$ cat config.mk
export PLATFORM = sky130hd
export DESIGN_NAME = least_squares_line_fit
export DESIGN_NICKNAME = d
export VERILOG_FILES = /design/src/lslf_pkg.sv /design/src/lslf_mul.sv /design/src/lslf_div.sv /design/src/lslf_datapath.sv /design/src/lslf_ctrl.sv /design/src/least_squares_line_fit.sv
export SDC_FILE = /design/constraint.sdc
export NUM_CORES = 2
export LEC_CHECK = 0
export CAP_MARGIN = 40
export CORE_ASPECT_RATIO = 2
export CORE_UTILIZATION = 50
export DETAILED_ROUTE_END_ITERATION = 10
export DONT_BUFFER_PORTS = 1
export GPL_ROUTABILITY_DRIVEN = 0
export PLACE_DENSITY = 0.68
export SYNTH_ARGS = -nofsm -noshare
export SYNTH_HDL_FRONTEND = slang
export SYNTH_SLANG_ARGS = --single-unit
$ cat constraint.sdc
create_clock -name clk -period 7.8 [get_ports clk]
set_input_delay 0.78 -clock clk [delete_from_list [all_inputs] [get_ports clk]]
set_output_delay 0.78 -clock clk [all_outputs]
set_load 0.02 [all_outputs]
$ cat src/lslf_pkg.sv
// Shared widths, step codes and controller/datapath command and status types
// for the least-squares line fit block. No dependencies.
package lslf_pkg;

  localparam int X_W             = 11;   // point_index width
  localparam int Y_IN_W          = 16;   // sample_value port width
  localparam int N_OUT_W         = 11;   // points_used width
  localparam int Q_W             = 32;   // Q16.16 result width
  localparam int FRAC_W          = 16;   // fraction bits of the results
  localparam int DET_W           = 64;   // determinant arithmetic width (mod 2^64)
  localparam int DIGIT_W         = 8;    // multiplier digit per cycle
  localparam int MAX_POINTS_DEF  = 1024;
  localparam int SAMPLE_BITS_DEF = 16;

  // Products of the solve, in the order they are formed
  typedef enum logic [2:0] {
    MS_SXX_N  = 3'd0,   // Sxx * n
    MS_SX_SX  = 3'd1,   // Sx * Sx    -> D
    MS_SXY_N  = 3'd2,   // Sxy * n
    MS_SY_SX  = 3'd3,   // Sy * Sx    -> A
    MS_SXX_SY = 3'd4,   // Sxx * Sy
    MS_SX_SXY = 3'd5,   // Sxy * Sx   -> B
    MS_A_N    = 3'd6    // A * n      -> A*n + B, A + B
  } mstep_t;

  // Divisions of the solve
  typedef enum logic [1:0] {
    DS_SLOPE     = 2'd0,
    DS_INTERCEPT = 2'd1,
    DS_FIRST     = 2'd2,
    DS_COUNT     = 2'd3
  } dstep_t;

  typedef struct packed {
    logic   capture;   // latch the incoming item
    logic   accum;     // add the latched point to the sums
    logic   mul_go;
    logic   div_go;
    logic   emit;      // present the result, clear the sums
    mstep_t mstep;
    dstep_t dstep;
  } cmd_t;

  typedef struct packed {
    logic final_pt;
    logic det_zero;
    logic mul_done;
    logic div_done;
  } stat_t;

endpackage

$ cat src/lslf_mul.sv
// Digit-serial 64-bit multiplier, one 8-bit digit of b per cycle, result mod 2^64.
// b is two's complement; its top digit is taken as signed. Depends on lslf_pkg.
module lslf_mul #(
  parameter int ND = 4
) (
  input  logic                              clk,
  input  logic                              rst,
  input  logic                              go,
  input  logic [lslf_pkg::DET_W-1:0]        a,
  input  logic [ND*lslf_pkg::DIGIT_W-1:0]   b,
  output logic [lslf_pkg::DET_W-1:0]        prod,
  output logic                              done
);

  localparam int OP_W = ND * lslf_pkg::DIGIT_W;
  localparam int CW   = $clog2(ND + 1);
  localparam int PP_W = lslf_pkg::DET_W + lslf_pkg::DIGIT_W + 1;

  logic                              run;
  logic [CW-1:0]                     cnt;
  logic [lslf_pkg::DET_W-1:0]        a_sh;
  logic [OP_W-1:0]                   b_sh;
  logic [lslf_pkg::DET_W-1:0]        acc;
  logic                              last;
  logic signed [lslf_pkg::DIGIT_W:0] digit;
  logic signed [PP_W-1:0]            pp_full;

  assign last    = (cnt == CW'(ND - 1));
  assign digit   = $signed({last & b_sh[lslf_pkg::DIGIT_W-1], b_sh[lslf_pkg::DIGIT_W-1:0]});
  assign pp_full = $signed(a_sh) * digit;
  assign prod    = acc;

  always_ff @(posedge clk) begin
    if (rst) begin
      run  <= 1'b0;
      done <= 1'b0;
      cnt  <= '0;
    end else begin
      done <= 1'b0;
      if (go) begin
        run <= 1'b1;
        cnt <= '0;
      end else if (run) begin
        cnt <= cnt + CW'(1);
        if (last) begin
          run  <= 1'b0;
          done <= 1'b1;
        end
      end
    end
  end

  always_ff @(posedge clk) begin
    if (go) begin
      acc  <= '0;
      a_sh <= a;
      b_sh <= b;
    end else if (run) begin
      acc  <= acc + pp_full[lslf_pkg::DET_W-1:0];
      a_sh <= a_sh << lslf_pkg::DIGIT_W;
      b_sh <= b_sh >> lslf_pkg::DIGIT_W;
    end
  end

endmodule

$ cat src/lslf_div.sv
// Restoring divider: round(num * 2^16 / den) to nearest, halves away from zero,
// saturated to 32 bits signed. One quotient bit per cycle. Depends on lslf_pkg.
module lslf_div (
  input  logic                       clk,
  input  logic                       rst,
  input  logic                       go,
  input  logic [lslf_pkg::DET_W-1:0] num,
  input  logic [lslf_pkg::DET_W-1:0] den,
  output logic [lslf_pkg::Q_W-1:0]   quo,
  output logic                       done
);

  localparam int DW = lslf_pkg::DET_W;
  localparam int QW = lslf_pkg::Q_W;
  localparam int FW = lslf_pkg::FRAC_W;
  localparam int QB = $clog2(QW);
  localparam logic [QW:0] Q_POS_LIM = {2'b00, {(QW-1){1'b1}}};
  localparam logic [QW:0] Q_NEG_LIM = {2'b01, {(QW-1){1'b0}}};

  logic          run;
  logic          fin;
  logic [QB-1:0] cnt;
  logic          neg;
  logic          ovf;
  logic [DW-1:0] rem;
  logic [QW-1:0] feed;
  logic [QW-1:0] q;
  logic [DW-1:0] den_r;

  logic [DW-1:0] mag;
  logic [DW:0]   r2;
  logic [DW:0]   den_x;
  logic [DW:0]   diff;
  logic          ge;
  logic          round_up;
  logic [QW:0]   q_rnd;
  logic [QW:0]   lim;
  logic [QW:0]   q_sat;
  logic [QW:0]   q_neg;

  assign mag      = num[DW-1] ? (DW'(0) - num) : num;
  assign den_x    = {1'b0, den_r};
  assign r2       = {rem, feed[QW-1]};
  assign diff     = r2 - den_x;
  assign ge       = (r2 >= den_x);
  assign round_up = ({rem, 1'b0} >= den_x);
  assign q_rnd    = {1'b0, q} + (QW+1)'(round_up);
  assign lim      = neg ? Q_NEG_LIM : Q_POS_LIM;
  // quotient of 2^32 or more shows up as the integer part already >= den
  assign q_sat    = (ovf || (q_rnd > lim)) ? lim : q_rnd;
  assign q_neg    = (QW+1)'(0) - q_sat;

  always_ff @(posedge clk) begin
    if (rst) begin
      run  <= 1'b0;
      fin  <= 1'b0;
      done <= 1'b0;
      cnt  <= '0;
    end else begin
      done <= 1'b0;
      if (go) begin
        run <= 1'b1;
        cnt <= '0;
      end else if (run) begin
        cnt <= cnt + QB'(1);
        if (cnt == QB'(QW - 1)) begin
          run <= 1'b0;
          fin <= 1'b1;
        end
      end else if (fin) begin
        fin  <= 1'b0;
        done <= 1'b1;
      end
    end
  end

  always_ff @(posedge clk) begin
    if (go) begin
      neg   <= num[DW-1];
      ovf   <= (DW'(mag[DW-1:FW]) >= den);
      rem   <= DW'(mag[DW-1:FW]);
      feed  <= {mag[FW-1:0], {(QW-FW){1'b0}}};
      den_r <= den;
    end else if (run) begin
      rem  <= ge ? diff[DW-1:0] : r2[DW-1:0];
      q    <= {q[QW-2:0], ge};
      feed <= feed << 1;
    end else if (fin) begin
      quo <= neg ? q_neg[QW-1:0] : q_sat[QW-1:0];
    end
  end

endmodule

$ cat src/lslf_datapath.sv
// Datapath: point capture, running sums, determinant products and the four
// quotients, plus the result registers. Depends on lslf_pkg, lslf_mul, lslf_div.
module lslf_datapath #(
  parameter int MAX_POINTS  = lslf_pkg::MAX_POINTS_DEF,
  parameter int SAMPLE_BITS = lslf_pkg::SAMPLE_BITS_DEF
) (
  input  logic                                clk,
  input  logic                                rst,
  input  logic [lslf_pkg::X_W-1:0]            point_index,
  input  logic signed [lslf_pkg::Y_IN_W-1:0]  sample_value,
  input  logic                                final_point,
  input  lslf_pkg::cmd_t                      cmd,
  output lslf_pkg::stat_t                     stat,
  output logic signed [lslf_pkg::Q_W-1:0]     slope_q16,
  output logic signed [lslf_pkg::Q_W-1:0]     intercept_q16,
  output logic signed [lslf_pkg::Q_W-1:0]     fit_at_first,
  output logic signed [lslf_pkg::Q_W-1:0]     fit_at_count,
  output logic [lslf_pkg::N_OUT_W-1:0]        points_used,
  output logic                                degenerate,
  output logic                                done
);

  localparam int X_W    = lslf_pkg::X_W;
  localparam int DW     = lslf_pkg::DET_W;
  localparam int CNT_W  = $clog2(MAX_POINTS + 1);
  localparam int YB     = (SAMPLE_BITS < lslf_pkg::Y_IN_W) ? SAMPLE_BITS : lslf_pkg::Y_IN_W;
  localparam int Y_W    = YB + 1;
  localparam int XX_W   = 2 * X_W;
  localparam int XY_W   = X_W + 1 + Y_W;
  localparam int SX_W   = X_W + CNT_W;
  localparam int SXX_W  = XX_W + CNT_W;
  localparam int SY_W   = Y_W + CNT_W;
  localparam int SXY_W  = XY_W + CNT_W;
  localparam int OPR_N  = CNT_W + 1;
  localparam int OPR_SX = SX_W + 1;
  localparam int OPR_NX = (OPR_N > OPR_SX) ? OPR_N : OPR_SX;
  localparam int OP_RAW = (OPR_NX > SY_W) ? OPR_NX : SY_W;
  localparam int ND     = (OP_RAW + lslf_pkg::DIGIT_W - 1) / lslf_pkg::DIGIT_W;
  localparam int OP_W   = ND * lslf_pkg::DIGIT_W;
  localparam logic [CNT_W-1:0] CNT_LIMIT = CNT_W'(MAX_POINTS);

  // latched item
  logic [X_W-1:0]         x_r;
  logic signed [Y_W-1:0]  y_r;
  logic                   fin_r;

  // running sums
  logic [CNT_W-1:0]        cnt;
  logic [SX_W-1:0]         sx;
  logic [SXX_W-1:0]        sxx;
  logic signed [SY_W-1:0]  sy;
  logic signed [SXY_W-1:0] sxy;

  // solve registers, all mod 2^64
  logic [DW-1:0] t0;
  logic [DW-1:0] det;
  logic [DW-1:0] det_a;
  logic [DW-1:0] det_b;
  logic [DW-1:0] num_ab;
  logic [DW-1:0] num_n;

  logic                   y_sign;
  logic signed [Y_W-1:0]  y_in;
  logic [XX_W-1:0]        xx;
  logic signed [XY_W-1:0] xy;
  logic [DW-1:0]          mul_a;
  logic [OP_W-1:0]        mul_b;
  logic [DW-1:0]          mul_p;
  logic                   mul_done;
  logic [DW-1:0]          div_num;
  logic [lslf_pkg::Q_W-1:0] div_q;
  logic                   div_done;
  logic                   det_zero;

  // above 16 sample bits the port value is taken as non-negative
  assign y_sign = (SAMPLE_BITS <= lslf_pkg::Y_IN_W) ? sample_value[YB-1] : 1'b0;
  assign y_in   = $signed({y_sign, sample_value[YB-1:0]});

  assign xx = XX_W'(x_r) * XX_W'(x_r);
  assign xy = XY_W'($signed({1'b0, x_r})) * XY_W'(y_r);

  assign det_zero = (det == '0);
  assign stat     = '{final_pt: fin_r, det_zero: det_zero,
                      mul_done: mul_done, div_done: div_done};

  always_ff @(posedge clk) begin
    if (cmd.capture) begin
      x_r   <= point_index;
      y_r   <= y_in;
      fin_r <= final_point;
    end
  end

  always_ff @(posedge clk) begin
    if (rst || cmd.emit) begin
      cnt <= '0;
      sx  <= '0;
      sxx <= '0;
      sy  <= '0;
      sxy <= '0;
    end else if (cmd.accum && (cnt < CNT_LIMIT)) begin
      cnt <= cnt + CNT_W'(1);
      sx  <= sx + SX_W'(x_r);
      sxx <= sxx + SXX_W'(xx);
      sy  <= sy + SY_W'(y_r);
      sxy <= sxy + SXY_W'(xy);
    end
  end

  always_comb begin
    mul_a = DW'(sxx);
    mul_b = OP_W'(cnt);
    case (cmd.mstep)
      lslf_pkg::MS_SXX_N: begin
        mul_a = DW'(sxx);
        mul_b = OP_W'(cnt);
      end
      lslf_pkg::MS_SX_SX: begin
        mul_a = DW'(sx);
        mul_b = OP_W'(sx);
      end
      lslf_pkg::MS_SXY_N: begin
        mul_a = DW'(sxy);
        mul_b = OP_W'(cnt);
      end
      lslf_pkg::MS_SY_SX: begin
        mul_a = DW'(sy);
        mul_b = OP_W'(sx);
      end
      lslf_pkg::MS_SXX_SY: begin
        mul_a = DW'(sxx);
        mul_b = OP_W'(sy);
      end
      lslf_pkg::MS_SX_SXY: begin
        mul_a = DW'(sxy);
        mul_b = OP_W'(sx);
      end
      lslf_pkg::MS_A_N: begin
        mul_a = det_a;
        mul_b = OP_W'(cnt);
      end
      default: begin
        mul_a = DW'(sxx);
        mul_b = OP_W'(cnt);
      end
    endcase
  end

  lslf_mul #(
    .ND (ND)
  ) u_mul (
    .clk  (clk),
    .rst  (rst),
    .go   (cmd.mul_go),
    .a    (mul_a),
    .b    (mul_b),
    .prod (mul_p),
    .done (mul_done)
  );

  always_ff @(posedge clk) begin
    if (mul_done) begin
      case (cmd.mstep)
        lslf_pkg::MS_SXX_N,
        lslf_pkg::MS_SXY_N,
        lslf_pkg::MS_SXX_SY: t0 <= mul_p;
        lslf_pkg::MS_SX_SX:  det <= t0 - mul_p;
        lslf_pkg::MS_SY_SX:  det_a <= t0 - mul_p;
        lslf_pkg::MS_SX_SXY: det_b <= t0 - mul_p;
        lslf_pkg::MS_A_N: begin
          num_n  <= mul_p + det_b;
          num_ab <= det_a + det_b;
        end
        default: ;
      endcase
    end
  end

  always_comb begin
    case (cmd.dstep)
      lslf_pkg::DS_SLOPE:     div_num = det_a;
      lslf_pkg::DS_INTERCEPT: div_num = det_b;
      lslf_pkg::DS_FIRST:     div_num = num_ab;
      lslf_pkg::DS_COUNT:     div_num = num_n;
      default:                div_num = det_a;
    endcase
  end

  lslf_div u_div (
    .clk  (clk),
    .rst  (rst),
    .go   (cmd.div_go),
    .num  (div_num),
    .den  (det),
    .quo  (div_q),
    .done (div_done)
  );

  always_ff @(posedge clk) begin
    if (cmd.emit) begin
      points_used <= lslf_pkg::N_OUT_W'(cnt);
      degenerate  <= det_zero;
      if (det_zero) begin
        slope_q16     <= '0;
        intercept_q16 <= '0;
        fit_at_first  <= '0;
        fit_at_count  <= '0;
      end
    end else if (div_done) begin
      case (cmd.dstep)
        lslf_pkg::DS_SLOPE:     slope_q16     <= div_q;
        lslf_pkg::DS_INTERCEPT: intercept_q16 <= div_q;
        lslf_pkg::DS_FIRST:     fit_at_first  <= div_q;
        lslf_pkg::DS_COUNT:     fit_at_count  <= div_q;
        default: ;
      endcase
    end
  end

  always_ff @(posedge clk) begin
    if (rst) begin
      done <= 1'b0;
    end else begin
      done <= cmd.emit;
    end
  end

endmodule

$ cat src/lslf_ctrl.sv
// Controller: sequences accumulate, the seven products and the four divisions.
// Talks to the datapath only through lslf_pkg::cmd_t and lslf_pkg::stat_t.
module lslf_ctrl (
  input  logic            clk,
  input  logic            rst,
  input  logic            start,
  output logic            busy,
  output lslf_pkg::cmd_t  cmd,
  input  lslf_pkg::stat_t stat
);

  typedef enum logic [6:0] {
    S_IDLE     = 7'b0000001,
    S_ACC      = 7'b0000010,
    S_MUL_GO   = 7'b0000100,
    S_MUL_WAIT = 7'b0001000,
    S_DIV_GO   = 7'b0010000,
    S_DIV_WAIT = 7'b0100000,
    S_EMIT     = 7'b1000000
  } state_t;

  state_t           state, state_next;
  lslf_pkg::mstep_t mstep, mstep_next;
  lslf_pkg::dstep_t dstep, dstep_next;

  always_comb begin
    state_next = state;
    mstep_next = mstep;
    dstep_next = dstep;
    case (state)
      S_IDLE: begin
        if (start) state_next = S_ACC;
      end
      S_ACC: begin
        if (stat.final_pt) begin
          mstep_next = lslf_pkg::MS_SXX_N;
          state_next = S_MUL_GO;
        end else begin
          state_next = S_IDLE;
        end
      end
      S_MUL_GO: state_next = S_MUL_WAIT;
      S_MUL_WAIT: begin
        if (stat.mul_done) begin
          if (mstep == lslf_pkg::MS_A_N) begin
            if (stat.det_zero) begin
              state_next = S_EMIT;
            end else begin
              dstep_next = lslf_pkg::DS_SLOPE;
              state_next = S_DIV_GO;
            end
          end else begin
            mstep_next = lslf_pkg::mstep_t'(mstep + 3'd1);
            state_next = S_MUL_GO;
          end
        end
      end
      S_DIV_GO: state_next = S_DIV_WAIT;
      S_DIV_WAIT: begin
        if (stat.div_done) begin
          if (dstep == lslf_pkg::DS_COUNT) begin
            state_next = S_EMIT;
          end else begin
            dstep_next = lslf_pkg::dstep_t'(dstep + 2'd1);
            state_next = S_DIV_GO;
          end
        end
      end
      S_EMIT:  state_next = S_IDLE;
      default: state_next = S_IDLE;
    endcase
  end

  always_ff @(posedge clk) begin
    if (rst) begin
      state <= S_IDLE;
      mstep <= lslf_pkg::MS_SXX_N;
      dstep <= lslf_pkg::DS_SLOPE;
    end else begin
      state <= state_next;
      mstep <= mstep_next;
      dstep <= dstep_next;
    end
  end

  assign busy = (state != S_IDLE);

  assign cmd = '{capture: (state == S_IDLE) && start,
                 accum:   (state == S_ACC),
                 mul_go:  (state == S_MUL_GO),
                 div_go:  (state == S_DIV_GO),
                 emit:    (state == S_EMIT),
                 mstep:   mstep,
                 dstep:   dstep};

endmodule

$ cat src/least_squares_line_fit.sv
// Least-squares line fit: streams (x, y) points, solves slope and intercept on
// the last point. Top level; depends on lslf_pkg, lslf_ctrl, lslf_datapath.
//
// A point is taken when start is high and busy is low; an ordinary point keeps
// busy high for one cycle, so a new point is taken only once busy is low again.
// A point with final_point set also runs the solve: seven products on a shared
// multiplier that takes one 8-bit digit a cycle (ND = 4 at default sizes),
// then four divisions on a shared one-bit-a-cycle divider; the divisions are
// skipped when the determinant is zero. The result is shown for exactly one
// cycle with done high, in the first cycle busy is low; the receiver must take
// it then, it cannot hold the block off. The sums are cleared with the result,
// and points beyond MAX_POINTS are not accumulated.
module least_squares_line_fit #(
  parameter int MAX_POINTS  = lslf_pkg::MAX_POINTS_DEF,
  parameter int SAMPLE_BITS = lslf_pkg::SAMPLE_BITS_DEF
) (
  input  logic                                clk,
  input  logic                                rst,
  input  logic                                start,
  output logic                                busy,
  input  logic [lslf_pkg::X_W-1:0]            point_index,
  input  logic signed [lslf_pkg::Y_IN_W-1:0]  sample_value,
  input  logic                                final_point,
  output logic                                done,
  output logic signed [lslf_pkg::Q_W-1:0]     slope_q16,
  output logic signed [lslf_pkg::Q_W-1:0]     intercept_q16,
  output logic signed [lslf_pkg::Q_W-1:0]     fit_at_first,
  output logic signed [lslf_pkg::Q_W-1:0]     fit_at_count,
  output logic [lslf_pkg::N_OUT_W-1:0]        points_used,
  output logic                                degenerate
);

  lslf_pkg::cmd_t  cmd;
  lslf_pkg::stat_t stat;

  lslf_ctrl u_ctrl (
    .clk   (clk),
    .rst   (rst),
    .start (start),
    .busy  (busy),
    .cmd   (cmd),
    .stat  (stat)
  );

  lslf_datapath #(
    .MAX_POINTS  (MAX_POINTS),
    .SAMPLE_BITS (SAMPLE_BITS)
  ) u_dp (
    .clk           (clk),
    .rst           (rst),
    .point_index   (point_index),
    .sample_value  (sample_value),
    .final_point   (final_point),
    .cmd           (cmd),
    .stat          (stat),
    .slope_q16     (slope_q16),
    .intercept_q16 (intercept_q16),
    .fit_at_first  (fit_at_first),
    .fit_at_count  (fit_at_count),
    .points_used   (points_used),
    .degenerate    (degenerate),
    .done          (done)
  );

endmodule
### Yosys cells after proc, flatten, opt, wreduce, memory -nomap -nowiden

Index checks and enable logic that the tools add are counted.

* bits in registers: 1082
* input bits: 31
* output and inout bits: 142
* word-level logic and storage cells: 195

* add/subtract/negate cells: 17
* multipliers: 3
* order comparisons: 5
* equality and inequality tests: 29
* muxes and demuxes: 57
* bitwise gates (word level): 4
* reduce and logical (&&, ||, !) cells: 38

Operators with widths (number)
* $mux W32: 20
* $pmux W64 S4: 2
* $mux W64: 4
* $add A64 B64 Y64: 3
* $ge A65 B64 Y1: 2
* $sub A64 B64 Y64: 2
* $mux W48: 2
* $ge A48 B64 Y1: 1
* $logic_not A64 Y1: 1
* $mul A64 B9 Y64: 1
* $pmux W32 S2: 1
* $sub A1 B64 Y64 const A: 1
* $mux W7: 6
* $pmux W7 S6: 1
* $add A40 B28 Y40: 1
* $add A32 B1 Y33: 1
* $add A33 B22 Y33: 1
* $gt A33 B32 Y1: 1
* $sub A1 B32 Y32 const A: 1
* $add A28 B16 Y28: 1
* $mul A12 B16 Y28: 1
* $add A22 B11 Y22: 1
* $mul A11 B11 Y22: 1
* $reduce_and A3 Y1: 6
* 38 further kinds: 91

### Logic depth before layout (Yosys ltp)

* depth in word-level cells: 7
* depth in mapped cells: 37
* mapped depth without buffers: 35

### Modules after synthesis

A second synthesis with hierarchy kept.

* cell total of the unflattened synthesis: 9727
* area total of the unflattened synthesis: 94489.4 µm²

By module, submodules not included
* lslf_datapath: times used 1, cells an instance 5006, area an instance 51132.8 µm², seq. area each 19278.5 µm²
* lslf_mul: times used 1, cells an instance 2670, area an instance 25294.3 µm², seq. area each 4264.1 µm²
* lslf_div: times used 1, cells an instance 1958, area an instance 17261.6 µm², seq. area each 6306.0 µm²
* lslf_ctrl: times used 1, cells an instance 93, area an instance 800.8 µm², seq. area each 240.2 µm²

### Least setup slack after synthesis

OpenSTA, ideal clock, no wires.

* kind: reg2reg
* start point: register, netlist name u_dp.y_r[15]
* end point: register u_dp.sxy[39]
* setup time: 0.086 ns
* arrival: 7.152 ns
* required time: 7.714 ns
* path slack: 0.563 ns
* stages on the path, launching flop included: 24
* path buffers: 1
* cell sequence: edfxtp_1 clkbuf_1 and2_1 fa_1 fa_1 fa_1 inv_1 fa_1 inv_1 fa_1 ha_1 a21o_1 a21o_1 a21o_1 a21oi_1 nor2_1 o21a_1 o21a_1 a311o_1 a2111oi_0 or3_1 o21ai_1 xnor2_1 a211oi_1

* longest elaborated chain between the ends: 2

RTL lines
* $mul A12 B16 Y28: line lslf_datapath.sv:80 `assign xy = XY_W'($signed({1'b0, x_r})) * XY_W'(y_r);`
* $add A40 B28 Y40: line lslf_datapath.sv:106 `sxy <= sxy + SXY_W'(xy);`
* end signal, assigned: line lslf_datapath.sv:106
* end, declared: line lslf_datapath.sv:52 `logic signed [SXY_W-1:0] sxy;`

Every way passes these cells.
A chain may end at the register's enable or synchronous reset.

### Worst setup path in the final report

* start point: register u_dp.x_r[2]
* end point: register u_dp.sxx[28]

* longest elaborated chain between the ends: 2

RTL lines
* start, declared: line lslf_datapath.sv:43 `logic [X_W-1:0] x_r;`
* start signal, assigned: line lslf_datapath.sv:88 `x_r <= point_index;`
* $mul A11 B11 Y22: line lslf_datapath.sv:79 `assign xx = XX_W'(x_r) * XX_W'(x_r);`
* $add A33 B22 Y33: line lslf_datapath.sv:104 `sxx <= sxx + SXX_W'(xx);`
* end signal, assigned: line lslf_datapath.sv:104
* end, declared: line lslf_datapath.sv:50 `logic [SXX_W-1:0] sxx;`

Every way passes these cells.

==> out/qor.yml <==
netlist-cell-type-count: 103
cts_hold_buf: 0
drt-pass1-iter-count: 9
cp-start-kind: "flip-flop"
finalHoldViolCount: 0
grt_pass1_wl_um: 444000
critPathCaptureType: "flip-flop"
die_h_um: 604
wl_per_cell_um: 25.5
cts_tree: "done"
grt_usage_pct: 32.7
grt_max_degree: 100
finalSetupViolations: 0
power_density_nw_per_um2: 290
wirelength_um: 295000
arrival_ns: 8.07
synthFlopType: "edfxtp_1"
cp_max_fo: 15
fin_worst_skew_ns: 0.0536
syn_inst: 9248
clk_pin_slew_ns: 0.07
grt-ovfl-total: 0
cts_root_buffer: "clkbuf_16"
postSynthAreaPerCell_um2: 9.79
fin_crit_sh_pct: 95.5
relSlewSlack_pct: 33.7
setup.worst_path.class: "flip-flop to flip-flop"
die_x_um: 303
place_hpwl_um: 233000
synth_async_sr_flop_share_pct: 0
power_leakage_nw: 41.3
top_level_ports: 173
start_util_pct: 50.4
utilization_pct: 54.3
cap_violations: 0
synth-edff-count: 838
area_growth_pct: 7.68
die_area_um2: 183000
clk_latency_ns: 0.76
final_cell_count_no_fill: 11600
required_ns: 8.43
clk_path_buf_depth: 3
setup_tns_ns: 0
slew_viol_final: 0
final_cell_mix: "nand2_1 (1037), inv_1 (991), edfxtp_1 (838)"
drt_iter0_drc: 5299
max_freq_mhz: 134
io_buffers: 0
route.detailed.drc: 0
rows: 220
final_common_cell: "nand2_1"
vias_per_cell: 6.13
syn-num-nets: 10700
numCtsBuffers: 100
nets: 10600
min_path_type: "input port to flip-flop"
ys_ff_latch: 1078
clkSinkCount: 1078
core_area_um2: 180000
via_count: 70900
htreeDepth: 3
yosys_warnings: 0
antenna_found_initial: 14
place_inst: 11300
synth_area_um2: 90600
grt_pass1_vias: 74900
layout_min_cycle_time_ns: 7.45
tightestPinTransition_ns: 0.994
yosysSeqAreaShare_pct: 33.1
status: "complete, no violations"
vdd.ir_drop.worst_uv: 398
layout-drive-gt1-share_pct: 6.13
ant_nets: 0
power breakdown:
group | internal [mW] | switching, mW | leakage, nW | total, mW
Sequential | 6.76 | 0.575 | 9.54 | 7.33
Clock | 2.79 | 2.47 | 1.64 | 5.26
Combinational | 6.38 | 9.26 | 30.2 | 15.6
cell usage after synthesis, drive strengths merged, types with 11 or more instances:
| master | number | share of area (%) |
|---|---|---|
| a22o | 14 | 0.14 |
| xnor2 | 336 | 3.3 |
| mux2i | 77 | 0.85 |
| a211oi | 47 | 0.39 |
| a221oi | 32 | 0.32 |
| a31o | 15 | 0.15 |
| o21a | 54 | 0.45 |
| and4 | 18 | 0.17 |
| nor4 | 42 | 0.35 |
| nor3 | 78 | 0.44 |
| buf | 60 | 0.32 |
| o21bai | 74 | 0.61 |
| fa | 789 | 17 |
| a222oi | 77 | 0.85 |
| nor2b | 84 | 0.58 |
| ha | 669 | 9.2 |
| and2 | 369 | 2.5 |
| o31a | 12 | 0.12 |
| nand4 | 76 | 0.53 |
| nand2 | 1039 | 4.3 |
| xor2 | 173 | 1.7 |
| or3 | 30 | 0.21 |
| nand3 | 145 | 0.81 |
| dfxtp | 240 | 5.3 |
| nand3b | 11 | 0.091 |
| nand2b | 82 | 0.57 |
| a21o | 265 | 2.2 |
| a31oi | 55 | 0.38 |
| o211ai | 21 | 0.17 |
| a21oi | 745 | 4.1 |
| a311oi | 14 | 0.14 |
| o21ai | 427 | 2.4 |
| a41oi | 12 | 0.12 |
| o31ai | 26 | 0.23 |
| or2 | 73 | 0.50 |
| nor2 | 488 | 2.0 |
| a22oi | 33 | 0.27 |
| a21boi | 21 | 0.18 |
| edfxtp | 838 | 28 |
| clkbuf | 358 | 1.5 |
| a2111oi | 18 | 0.18 |
| and3 | 64 | 0.44 |
| a221o | 19 | 0.21 |
| o22ai | 21 | 0.15 |
| inv | 995 | 4.1 |
cells by family after synthesis:
| kind of cell | after synthesis | synth area share [%] |
|---|---|---|
| mux | 87 | 0.975 |
| simple gates | 2625 | 13.8 |
| flops | 1078 | 33.1 |
| buf+inv | 1415 | 5.94 |
| compound gates | 2076 | 14.5 |
| xor+xnor | 509 | 4.94 |
| fa+ha+maj | 1458 | 26.7 |
layout make-up:
type	count	area [um2]
clock inverter	80	870
sequential	1078	30000
multi-input combinational	6755	55500
timing repair buffer	212	1950
inverter	997	3750
clock buffer	109	2560
antenna	11	27.5
fill	15700	82200
tap	2331	2920
layer usage:
layer	vias up	part of all wire, %	global-route usage, %
li1	31600	-	-
met1	34800	28	27.4
met2	3045	52	58.8
met3	1477	6.1	7.26
met4	8	14	36.4
met5	-	0.021	0
registers in the layout (all words and copies together), names as in the netlist, 33 cells and up:
name / count
u_dp.t0: 64
u_dp.u_div.den_r: 64
u_dp.u_div.rem: 64
u_dp.det_b: 64
u_dp.u_mul.prod: 64
u_dp.det: 64
u_dp.num_n: 64
u_dp.sxx: 33
u_dp.det_a: 64
u_dp.sxy: 40
u_dp.u_mul.a_sh: 64
u_dp.num_ab: 64
critical path, stage by stage, from the launching register on:
cell	delay, ns
edfxtp_1	0.90
inv_1	0.39
nor2_1	0.26
fa_1	0.46
fa_1	0.52
inv_1	0.05
fa_1	0.48
inv_1	0.06
fa_1	0.51
fa_1	0.49
ha_1	0.37
o21a_1	0.21
o21ai_0	0.16
nand2b_1	0.12
and3_1	0.21
a221oi_2	0.38
o21ai_0	0.17
a2111oi_0	0.44
nor3_1	0.17
a31oi_1	0.47
buf_4	0.25
nor2b_1	0.07
xnor2_1	0.14
nor2_1	0.05
through the flow:
stage	setup WS (ns)	hold WS, ns	cell area (um2)	power (mW)
floorplan	0.563	0.424	90600	18.4
global placement	-0.266	0.441	93200	22.4
detailed placement	-0.232	0.437	93600	22.6
CTS	0.0157	0.0728	97100	28.0
global route	-0.0596	0.0836	97500	30.1
finish	0.353	0.0998	97500	28.2
timing repair:
| item | in CTS | in global routing |
|---|---|---|
| pin swaps | 0 | 4 |
| setup endpoints to repair | 16 | 28 |
| buffers inserted | 0 | 1 |
| gates resized for setup | 6 | 27 |
path summary, 6_finish.rpt:
kind | startpoint | cells past startpoint | endpoint | slack [ns]
min | rst | 1 | u_ctrl.state[3]$_SDFFE_PP0P_ | 0.1
max | u_dp.x_r[2]$_DFFE_PP_ | 23 | u_dp.sxx[28]$_SDFFE_PP0P_ | 0.35
max reg2reg | u_dp.x_r[2]$_DFFE_PP_ | 23 | u_dp.sxx[28]$_SDFFE_PP0P_ | 0.35
min reg2reg | u_dp.det[53]$_DFFE_PP_ | 0 | u_dp.u_div.den_r[53]$_DFFE_PP_ | 0.46
No activity file was read; power rests on OpenSTA's default activity.
